===== src/rtl/sts_pkg.sv =====
// ----------------------------------------------------------------------------
// Sorted table search package
// Shared field widths, request codes and the result record.
// ----------------------------------------------------------------------------
`default_nettype none

package sts_pkg;

    localparam int unsigned VALUE_W = 32;
    localparam int unsigned POS_W   = 10;
    localparam int unsigned COUNT_W = 11;

    localparam logic REQ_LOAD   = 1'b0;
    localparam logic REQ_SEARCH = 1'b1;

    typedef struct packed {
        logic             found;
        logic [POS_W-1:0] match_position;
    } t_result;

endpackage

`default_nettype wire


===== src/rtl/sts_search.sv =====
// ----------------------------------------------------------------------------
// Sorted table search controller
// Takes load and search transactions, runs one probe per cycle against the
// table RAM and holds the result in an output register.
// ----------------------------------------------------------------------------
`default_nettype none

module sts_search
    import sts_pkg::*;
#(
    parameter int unsigned DEPTH = 1024,
    parameter int unsigned AW    = 10
) (
    input  wire logic               i_clk,
    input  wire logic               i_rst_n,
    input  wire logic               i_cfg_we,
    input  wire logic [COUNT_W-1:0] i_cfg_wdata,
    input  wire logic               i_valid,
    output logic                    o_ready,
    input  wire logic               i_req_type,
    input  wire logic [POS_W-1:0]   i_load_position,
    input  wire logic [VALUE_W-1:0] i_load_value,
    input  wire logic [VALUE_W-1:0] i_search_key,
    output logic                    o_valid,
    input  wire logic               i_ready,
    output t_result                 o_result,
    output logic                    o_mem_we,
    output logic      [AW-1:0]      o_mem_waddr,
    output logic      [VALUE_W-1:0] o_mem_wdata,
    output logic                    o_mem_re,
    output logic      [AW-1:0]      o_mem_raddr,
    input  wire logic [VALUE_W-1:0] i_mem_rdata
);

    typedef enum logic [1:0] {
        S_IDLE,
        S_SEARCH,
        S_HOLD
    } t_state;

    t_state              r_state;
    logic [COUNT_W-1:0]  r_count;
    logic [AW:0]         r_lo;
    logic [AW:0]         r_hi;
    logic [AW-1:0]       r_mid;
    logic signed [VALUE_W-1:0] r_key;
    t_result             r_res;
    logic                r_out_valid;
    t_result             r_out;

    logic                accept;
    logic [AW:0]         n_count;
    logic [AW:0]         n_lo;
    logic [AW:0]         n_hi;
    logic [AW+1:0]       mid_sum;
    logic [AW-1:0]       n_mid;
    logic                probe_eq;
    logic                probe_lt;
    logic                slot_free;

    assign accept    = i_valid && o_ready;
    assign o_ready   = (r_state == S_IDLE);
    assign slot_free = !r_out_valid || i_ready;
    assign probe_eq  = ($signed(i_mem_rdata) == r_key);
    assign probe_lt  = ($signed(i_mem_rdata) < r_key);

    // count clamped to table depth
    always_comb begin
        if (32'(r_count) > 32'(DEPTH)) begin
            n_count = (AW+1)'(DEPTH);
        end else begin
            n_count = (AW+1)'(r_count);
        end
    end

    // next bounds: start of a search in idle, narrowing while searching
    always_comb begin
        if (r_state == S_IDLE) begin
            n_lo = '0;
            n_hi = n_count;
        end else if (probe_lt) begin
            n_lo = (AW+1)'(r_mid) + (AW+1)'(1);
            n_hi = r_hi;
        end else begin
            n_lo = r_lo;
            n_hi = (AW+1)'(r_mid);
        end
        mid_sum = (AW+2)'(n_lo) + (AW+2)'(n_hi) - (AW+2)'(1);
        n_mid   = mid_sum[AW:1];
    end

    always_comb begin
        o_mem_we    = accept && (i_req_type == REQ_LOAD) &&
                      (32'(i_load_position) < 32'(DEPTH));
        o_mem_waddr = AW'(i_load_position);
        o_mem_wdata = i_load_value;
        o_mem_raddr = n_mid;
        o_mem_re    = 1'b0;
        unique case (r_state)
            S_IDLE: begin
                o_mem_re = accept && (i_req_type == REQ_SEARCH) && (n_lo < n_hi);
            end
            S_SEARCH: begin
                o_mem_re = !probe_eq && (n_lo < n_hi);
            end
            default: begin
                o_mem_re = 1'b0;
            end
        endcase
    end

    always_ff @(posedge i_clk) begin
        if (!i_rst_n) begin
            r_state     <= S_IDLE;
            r_count     <= '0;
            r_out_valid <= 1'b0;
        end else begin
            if (i_cfg_we) begin
                r_count <= i_cfg_wdata;
            end
            if ((r_state == S_HOLD) && slot_free) begin
                r_out       <= r_res;
                r_out_valid <= 1'b1;
            end else if (r_out_valid && i_ready) begin
                r_out_valid <= 1'b0;
            end
            unique case (r_state)
                S_IDLE: begin
                    if (accept && (i_req_type == REQ_SEARCH)) begin
                        r_key <= $signed(i_search_key);
                        r_lo  <= n_lo;
                        r_hi  <= n_hi;
                        r_mid <= n_mid;
                        if (n_lo < n_hi) begin
                            r_state <= S_SEARCH;
                        end else begin
                            r_res   <= '0;
                            r_state <= S_HOLD;
                        end
                    end
                end
                S_SEARCH: begin
                    if (probe_eq) begin
                        r_res.found          <= 1'b1;
                        r_res.match_position <= POS_W'(r_mid);
                        r_state              <= S_HOLD;
                    end else if (n_lo < n_hi) begin
                        r_lo  <= n_lo;
                        r_hi  <= n_hi;
                        r_mid <= n_mid;
                    end else begin
                        r_res   <= '0;
                        r_state <= S_HOLD;
                    end
                end
                S_HOLD: begin
                    if (slot_free) begin
                        r_state <= S_IDLE;
                    end
                end
                default: begin
                    r_state <= S_IDLE;
                end
            endcase
        end
    end

    assign o_valid  = r_out_valid;
    assign o_result = r_out;

    a_probe_in_bounds: assert property (@(posedge i_clk) disable iff (!i_rst_n)
        (r_state == S_SEARCH) |-> ((AW+1)'(r_mid) >= r_lo && (AW+1)'(r_mid) < r_hi))
        else $error("probe index outside search bounds");

    a_hi_within_count: assert property (@(posedge i_clk) disable iff (!i_rst_n)
        (r_state == S_SEARCH) |-> (r_hi <= n_count))
        else $error("upper bound beyond table count");

    a_no_rw_overlap: assert property (@(posedge i_clk) disable iff (!i_rst_n)
        o_mem_we |-> !o_mem_re)
        else $error("table write and read in the same cycle");

    a_miss_pos_zero: assert property (@(posedge i_clk) disable iff (!i_rst_n)
        (r_out_valid && !r_out.found) |-> (r_out.match_position == '0))
        else $error("miss result carries a nonzero position");

    a_result_after_hold: assert property (@(posedge i_clk) disable iff (!i_rst_n)
        (r_out_valid && !$past(r_out_valid)) |-> ($past(r_state) == S_HOLD))
        else $error("result issued outside hold state");

endmodule

`default_nettype wire


===== config.mk =====
export PLATFORM = sky130hd
export DESIGN_NAME = sts_search
export DESIGN_NICKNAME = d
export VERILOG_FILES = /design/src/rtl/sts_pkg.sv /design/src/rtl/sts_search.sv
export SDC_FILE = /design/constraint.sdc
export NUM_CORES = 1
export LEC_CHECK = 0
export ABC_CLOCK_PERIOD_IN_PS = 11850
export BUFFER_PORTS_ARGS = -buffer_cell sky130_fd_sc_hd__buf_2
export CORE_MARGIN = 2
export CORE_UTILIZATION = 25
export DETAILED_ROUTE_END_ITERATION = 8
export PLACE_DENSITY = 0.47
export SETUP_SLACK_MARGIN = 0.02
export SYNTH_ARGS = -nofsm -noshare
export SYNTH_HDL_FRONTEND = slang
export SYNTH_SLANG_ARGS = --single-unit
export TNS_END_PERCENT = 5

===== constraint.sdc =====
create_clock -name i_clk -period 11.85 [get_ports i_clk]
set_input_delay 3.555 -clock i_clk [delete_from_list [all_inputs] [get_ports i_clk]]
set_output_delay 3.555 -clock i_clk [all_outputs]
set_load 0.005 [all_outputs]

**Word level (Yosys, flattened, before mapping)**

Cells that the tools add are included.

- Flip-flop bits (word level): 100
- Output and inout bits: 67

- $add $sub $neg: 3
- Magnitude comparators: 3
- Equality and inequality tests: 8
- Mux-type cells: 30
- Bitwise operators: 1
- Reduce and logical (&&, ||, !) cells: 18

Operator list:

| kind | number |
|---|---|
| 11-bit two-way mux | 14 |
| 11-bit case mux with 2 select lines | 3 |
| 32-bit == test | 1 |
| 32-bit < comparator | 1 |
| 10-bit two-way mux | 3 |
| 10-bit case mux with 2 select lines | 1 |
| 10-bit by 1-bit adder with 11-bit output, second input constant | 1 |
| 11-bit adder | 1 |
| 11-bit > comparator, second input constant | 1 |
| 11-bit < comparator | 1 |
| 11-bit by 1-bit subtractor with 11-bit output, second input constant | 1 |
| 2-bit two-way mux | 5 |
| 3-bit AND reduction | 3 |
| 1-bit logical AND | 7 |
| 2-bit inequality test, second input constant | 3 |
| 2-bit case mux with 3 select lines | 1 |
| 5-bit AND reduction | 1 |
| 2-bit nonzero test | 2 |
| 3-bit inequality test, second input constant | 1 |
| 2-bit by 1-bit == test with 1-bit output, second input constant | 1 |
| 2-bit == test, second input constant | 1 |
| 1-bit zero test | 2 |
| 2-bit zero test | 1 |
| 1-bit two-way mux | 2 |
| other kinds (5) | 5 |

**Depth between registers and ports, before layout**

Gate-level depths: netlist of run 1.

- Depth after elaboration: 8
- Gate-level depth with buffers: 25
- Mapped depth without buffers: 23

**Least setup slack after synthesis of run 1**

No wires, ideal clock.

- Kind: input to output
- Start: input port i_mem_rdata[5]
- End: output port o_mem_raddr[9]
- Arrival: 7.741 ns
- Data required time: 8.295 ns
- Slack: 0.554 ns
- Stages: 21
- Path buffers: 2
- Cell sequence: ha_1 a21oi_2 o21ai_1 a221o_1 o31a_1 o31ai_1 buf_2 buf_4 mux2i_1 o21a_1 ha_1 inv_1 ha_1 a21o_1 a21oi_1 o21bai_1 a21oi_1 maj3_1 o21bai_1 and4_1 or3_1

- Word-level cells in the longest chain between the ends: 5
- Elaborated cells on any way between the ends: 7
- Those cells by class: add/sub: 2; order compare: 1; mux: 4

Ends and longest elaborated chain:

| element | line | source |
|---|---|---|
| from (decl) | sts_search.sv:32 | `input wire logic [VALUE_W-1:0] i_mem_rdata` |
| 32-bit < comparator (*) | sts_search.sv:65 | `assign probe_lt = ($signed(i_mem_rdata) < r_key);` |
| 11-bit two-way mux | sts_search.sv:81 | `end else if (probe_lt) begin` |
| 11-bit two-way mux | sts_search.sv:78 | `if (r_state == S_IDLE) begin` |
| 11-bit adder (*) | sts_search.sv:88 | `mid_sum = (AW+2)'(n_lo) + (AW+2)'(n_hi) - (AW+2)'(1);` |
| 11-bit by 1-bit subtractor with 11-bit output (*) | sts_search.sv:88 |  |
| to (decl) | sts_search.sv:31 | `output logic [AW-1:0] o_mem_raddr,` |

Mark *: on every way between the ends. The rest lies on a longest branch, timed or not.

**Worst setup path in the final report of run 1**

- Start: input port i_mem_rdata[5]
- End: output port o_mem_raddr[8]

Same word-level chain as after synthesis.

==> run metrics, run 1 <==
Synthesis Warnings 0; mean cell area of the mapped netlist 10.9 um^2; First-pass DRT Iterations 6; Slowest-stage cell, CP maj3_1; core area 23600 um^2; Sink Count 100; starting density of the core 25.7%; # fillers 2467; Synth Net Count 738; Post-DP Area 6690 um^2; initial antenna violation count 1; top_reg_cell synth edfxtp_1; CTS H-tree lvls 3; Tcrit/Tclk final 97.8%; commonest non-fill, non-tap cells in the layout buf_2, edfxtp_1, ha_1; Post-Route WL 14500 um; first-pass GRT wire length 22800 um; Synth area leader edfxtp_1; Synth-to-Final Area Change 17.2%; CTS root buf clkbuf_16; type of origin of the critical path input pin; gr busiest metal met2; gpl congestion 0.822; Final Instance Count excl. Fillers 953; max incr delay on CP 390 ps; fin util 30.1%; worst slew pin tran 902 ps; largest net degree at the start of global routing 35; layout net count 813; Post-DRT Antenna Nets 0; Area contributors post-synth edfxtp_1, ha_1, buf_4; Critical Path End Type output pin; PortBufs 105; PwrDens 290 nW/um^2; Final Setup Violations 0; routed length per placed instance 15.2 um; CP required 8300 ps; final hold vios 0; Pwr Total 0.00206 W; top cell type's share of synthesized area 42.6%; CTS Buf Count 9; DR DRC count 0; share of cells above drive strength 1 26.9%; Vias 4160; critical path type in -> out; Clock Tree Buf Depth 2; DIE AREA 25500 um^2; Final Skew 13.5 ps; Die W 160 um; commonest non-fill, non-tap cell in the layout buf_2; final instance area 7100 um^2; worst skew pair latency 350 ps; leak pwr 3.05 nW; worst hold path type reg -> reg; GRT met2 Usage 19.1%; CTS tree yes; Async S/R FF share, synth 0%; DP Worst Slack 68.7 ps; DR iter-0 viols 211; outcome finished, final reports clean; # Max-Cap Violations 0; Final WS setup 264 ps; Netlist cell types 57; worst path cell trace buf_2, ha_1, a21oi_2, o21ai_1, a221o_1, o31a_1, o31ai_4, buf_6, mux2i_2, o21a_1, ha_1, inv_1, ha_1, inv_1, fa_2, inv_1, a21oi_1, o21bai_1, a21oi_1, maj3_1, o21bai_1, a21oi_1, xnor2_1, buf_2; # rows 56; M3 GR Usage 2.57%; number of global-route vias before repair 4371; total gr overflow 0; post-DP HPWL 11400 um; sequential share of the synthesized area 47.3%; Gate Count Post-Synth 554; top-level I/O count 190; Final Slew Violations 0; M1 GR Usage 13.9%; Hold-fix buffers, CTS 0; crit path DAT 8030 ps; post-route minimum period 11590 ps; Crit Path Max Fanout 3; clk slew on worst S/H paths 70 ps; Overall Global Routing Usage 11.3%; Inst Count DP 929; Post-synth EDFFs 86; Post-Syn Area 6060 um^2; Max rail drop VDD 0.100 mV; via density per instance 4.37; Die H 160 um; relative slew slack 39.9%; register bit total from synthesis 100; Max Clock Freq 0.0863 GHz
## per-stage QoR
step                      hold slack (ps)  setup TNS (ps)
final                                 452               0
after global routing                  470           -16.3
after CTS                             458               0
after detailed placement              441               0
after global placement                442               0
after floorplan                       426               0
## synthesized netlist by cell type (all sizes together) (4+ instances only)
cell and number:
ha 60, a21oi 23, nand2 42, edfxtp 86, inv 54, o21a 10, or2 4, a21o 5
o211a 8, o21bai 5, nand3 17, nand4 8, mux2i 22, and3 4, buf 48, xnor2 10
nor2 16, o211ai 10, xor2 7, clkbuf 10, o21ai 33, nor4 6, nor2b 12, dfxtp 14
nand2b 7
## state kept, by name, summed over array words and instances (netlist names)
register,flops
r_hi,11
r_lo,11
r_count,11
r_state,2
r_res,11
o_valid,1
r_mid,10
r_key,32
o_result,11
## power by group
| part | internal [W] | switching [W] |
|---|---|---|
| clock network | 0.000162 | 0.000127 |
| registers | 0.000572 | 0.0000702 |
| logic | 0.000481 | 0.000646 |
## final timing paths
kind	startpoint	end	slack [ps]	cells past startpoint
max	i_mem_rdata[5]	o_mem_raddr[8]	260	24
min reg2reg	r_res[0]	o_result[0]	450	0
max reg2reg	r_key[5]	r_mid[4]	6350	20
min	r_res[0]	o_result[0]	450	0
## final cells by class
cell class                 instances  area [um^2]  area share, %
sequential                       100         2860           40.3
multi-input combinational        342         2680           37.8
timing repair buffer             122          669           9.43
tap                              319          399           5.62
clock buffer                      10          229           3.22
inverter                          54          203           2.85
clock inverter                     5         53.8          0.758
antenna                            1         2.50         0.0352
## cell families (layout without fill, tap and decap cells)
family / after synthesis / in the layout / synth area share [%]
AND/OR/NAND/NOR: 129 / 129 / 10.9
AO/OA/AOI/OAI: 111 / 111 / 13.0
flip-flops: 100 / 100 / 47.3
buffers and inverters: 112 / 191 / 9.77
XOR/XNOR: 17 / 17 / 2.46
adder cells (fa/ha/maj): 63 / 63 / 13.1
other: 0 / 1 / 0
multiplexers: 22 / 22 / 3.64
## critical path, delay by kind of cell
| kind | cells | cell delay, ps |
|---|---|---|
| buf+inv | 6 | 600 |
| fa+ha+maj | 5 | 1460 |
| compound gates | 11 | 1970 |
| mux | 1 | 230 |
| xor+xnor | 1 | 210 |
## per-layer routing
metal	share of wire (%)	up-vias	routed length, um
li1	-	2097	-
met1	44	1941	6410
met2	48	92	7030
met3	4.5	30	647
met4	2.9	0	414
met5	0	-	0
## what timing repair did
item	CTS	global route
hold endpoints to repair	0	0
buffers inserted	0	8
endpoints found under the setup margin	0	5
gates resized for setup	0	15
Note: power is estimated with default switching activity, not from simulation.
==> inputs of run 2 (changes only) <==
ABC_AREA = 1   (was unset)
CORE_UTILIZATION = 41   (was 25)
PLACE_DENSITY = 0.75   (was 0.47)
==> run metrics, run 2 <==
outcome finished, final reports clean; register bit total from synthesis 100 (unchanged); # resized after CTS 0 (unchanged); most frequent cell after synthesis inv_1; Tcrit/Tclk final 94.7% (-3.1 points); CTS tree yes; share of cells above drive strength 1 20.3% (-6.5 points); CTS Buf Count 9 (unchanged); routed length per placed instance 13.7 um (-10%); setup repair after global routing missed its margin false; top_reg_cell synth edfxtp_1; Clk pwr share 15.8% (+1.8 points); switching power 0.000752 W (-11%); post-route minimum period 11220 ps (-362 ps); Final Slew Violations 0 (unchanged); # Max-Cap Violations 0 (unchanged); # rows 43 (-23%); # fillers 1329 (-46%); Crit Path Max Fanout 23 (+20); Vias 4211 (+1.2%); Critical Path End Type output pin; Netlist cell types 38 (-33%); Post-DRT Antenna Nets 0 (unchanged); Pwr Total 0.00183 W (-11%); Final Setup Violations 0 (unchanged); type of origin of the critical path input pin; layout net count 878 (+8.0%); DR DRC count 0 (unchanged); worst slew pin tran 660 ps (-242 ps); leak pwr 3.14 nW (+2.9%); CTS H-tree lvls 3 (unchanged); number of global-route vias before repair 4285 (-2.0%); Sink Count 100 (unchanged); Async S/R FF share, synth 0% (unchanged); mean cell area of the mapped netlist 9.41 um^2 (-14%); number of flip-flops in the largest register 32 (unchanged); Synth area leader edfxtp_1; total gr overflow 0 (unchanged); Gate Count Post-Synth 628 (+13%); # diodes 0 (-1); top-level I/O count 190 (unchanged); starting density of the core 42.2% (+17 points); Sequential Power Share 30.7% (-0.5 points); Max Clock Freq 0.0891 GHz (+3.2%); Area contributors post-synth edfxtp_1, ha_1, inv_1; final hold vios 0 (unchanged); Max rail drop VDD 0.139 mV (+38%); commonest non-fill, non-tap cell in the layout inv_1; Top reg by flops r_key; Clock Tree Buf Depth 2 (unchanged); clk slew on worst S/H paths 60 ps (about the same); Overall Global Routing Usage 17.0% (+5.6 points); Die H 124 um (-22%); Hold-fix buffers, CTS 0 (unchanged); Sw Ratio 41.1% (+0.12 points); Synth Net Count 812 (+10%); Post-synth top cells inv_1, nand2_1, edfxtp_1, ha_1, nor2_1; PortBufs 105 (unchanged); Post-synth EDFFs 86 (unchanged); DP Worst Slack 649 ps (+581 ps); commonest non-fill, non-tap cells in the layout inv_1, buf_2, nand2_1; largest net degree at the start of global routing 33 (-5.7%); Die W 124 um (-22%); PwrDens 276 nW/um^2 (-4.7%); Final WS setup 626 ps (+362 ps); top cell type's share of synthesized area 43.7% (+1.1 points); DR iter-0 viols 343 (+63%); Synthesis Warnings 0 (unchanged); CTS root buf clkbuf_16; Post-Route WL 12000 um (-17%); DIE AREA 15400 um^2 (-40%); Internal 0.00108 W (-11%); core area 14000 um^2 (-41%); initial antenna violation count 0 (-1); Post-Syn Area 5910 um^2 (-2.5%); critical path type in -> out; Synth-to-Final Area Change 12.0%; sequential share of the synthesized area 48.5% (+1.2 points); first-pass GRT wire length 19900 um (-13%); CP required 8300 ps (about the same); relative slew slack 56.0% (+16 points); crit path DAT 7670 ps (-360 ps); via density per instance 4.79 (+9.7%); setup TNS 0 ps (unchanged); worst hold path type reg -> reg; worst skew pair latency 350 ps (about the same); Final Skew 9.11 ps (-4.43 ps); gpl congestion 0.859 (+4.5%); Post-CTS Setup Inserts 0 (unchanged); First-pass DRT Iterations 5 (-1); Combinational Power Share 53.5% (-1.3 points); post-DP HPWL 9360 um (-18%)
## run 2: power groups by stage
stage,Combinational (W),Clock [W],Sequential [W]
after global placement,0.000970,0,0.000566
final,0.000977,0.000289,0.000561
after floorplan,0.000685,0,0.000558
after CTS,0.000994,0.000294,0.000561
after global routing,0.00114,0.000311,0.000568
after detailed placement,0.000986,0,0.000568
## run 2: layer usage
layer	wire, um	vias to the layer above	track usage (%)
li1	-	2180	-
met1	5300	1924	20.5
met2	5850	86	29.4
met3	655	21	4.67
met4	225	0	5.34
met5	0	-	0
## run 2: final timing paths
path,startpoint,endpoint,slack (ps),cells after the start
max,i_mem_rdata[31],o_mem_raddr[8],630,27
max reg2reg,r_key[13],r_mid[7],7310,24
min,r_res[10],o_result[10],460,0
min reg2reg,r_res[10],o_result[10],460,0
## run 2: logic make-up (layout without fill, tap and decap cells)
group | after synthesis | after routing | synth area share (%)
AOI/OAI and AO/OA | 90 | 90 | 8.94
xor gates and xnor gates | 10 | 10 | 1.48
adders and majority gates | 61 | 61 | 13.0
buffers and inverters | 165 | 236 | 13.4
DFF | 100 | 100 | 48.5
and+or+nand+nor | 202 | 202 | 14.7
## run 2: layout make-up
type                       instances  area, um^2  share of cell area (%)
sequential                       100        2860                    43.3
tap                              180         225                    3.40
clock buffer                      15         289                    4.37
multi-input combinational        363        2260                    34.2
inverter                         111         419                    6.33
clock inverter                     1        5.00                  0.0756
timing repair buffer             109         556                    8.39
## run 2: worst max-delay path, stage by stage
cell	delay (ps)
buf_2	100
ha_1	340
nand2_1	80
inv_1	40
nor2_2	60
o21a_1	110
nand2_1	60
a21oi_2	180
nand3_1	190
nand2_4	250
inv_4	140
nand2_1	80
o211ai_1	80
o31ai_1	130
inv_1	110
ha_1	300
inv_1	60
ha_1	130
inv_1	60
fa_1	390
o21ai_0	340
nand2_1	80
a21oi_1	230
a21o_1	160
a21oi_1	80
xor2_1	160
buf_2	140
## run 2: metrics by stage
step / hold WS (ps) / cell area (um^2) / instances / utilization, %
after global routing: 468 / 6620 / 879 / 47.3
after CTS: 461 / 6620 / 879 / 47.3
final: 456 / 6620 / 879 / 47.3
after global placement: 444 / 6320 / 863 / 45.2
after floorplan: 427 / 5910 / 628 / -
after detailed placement: 445 / 6320 / 863 / 45.2
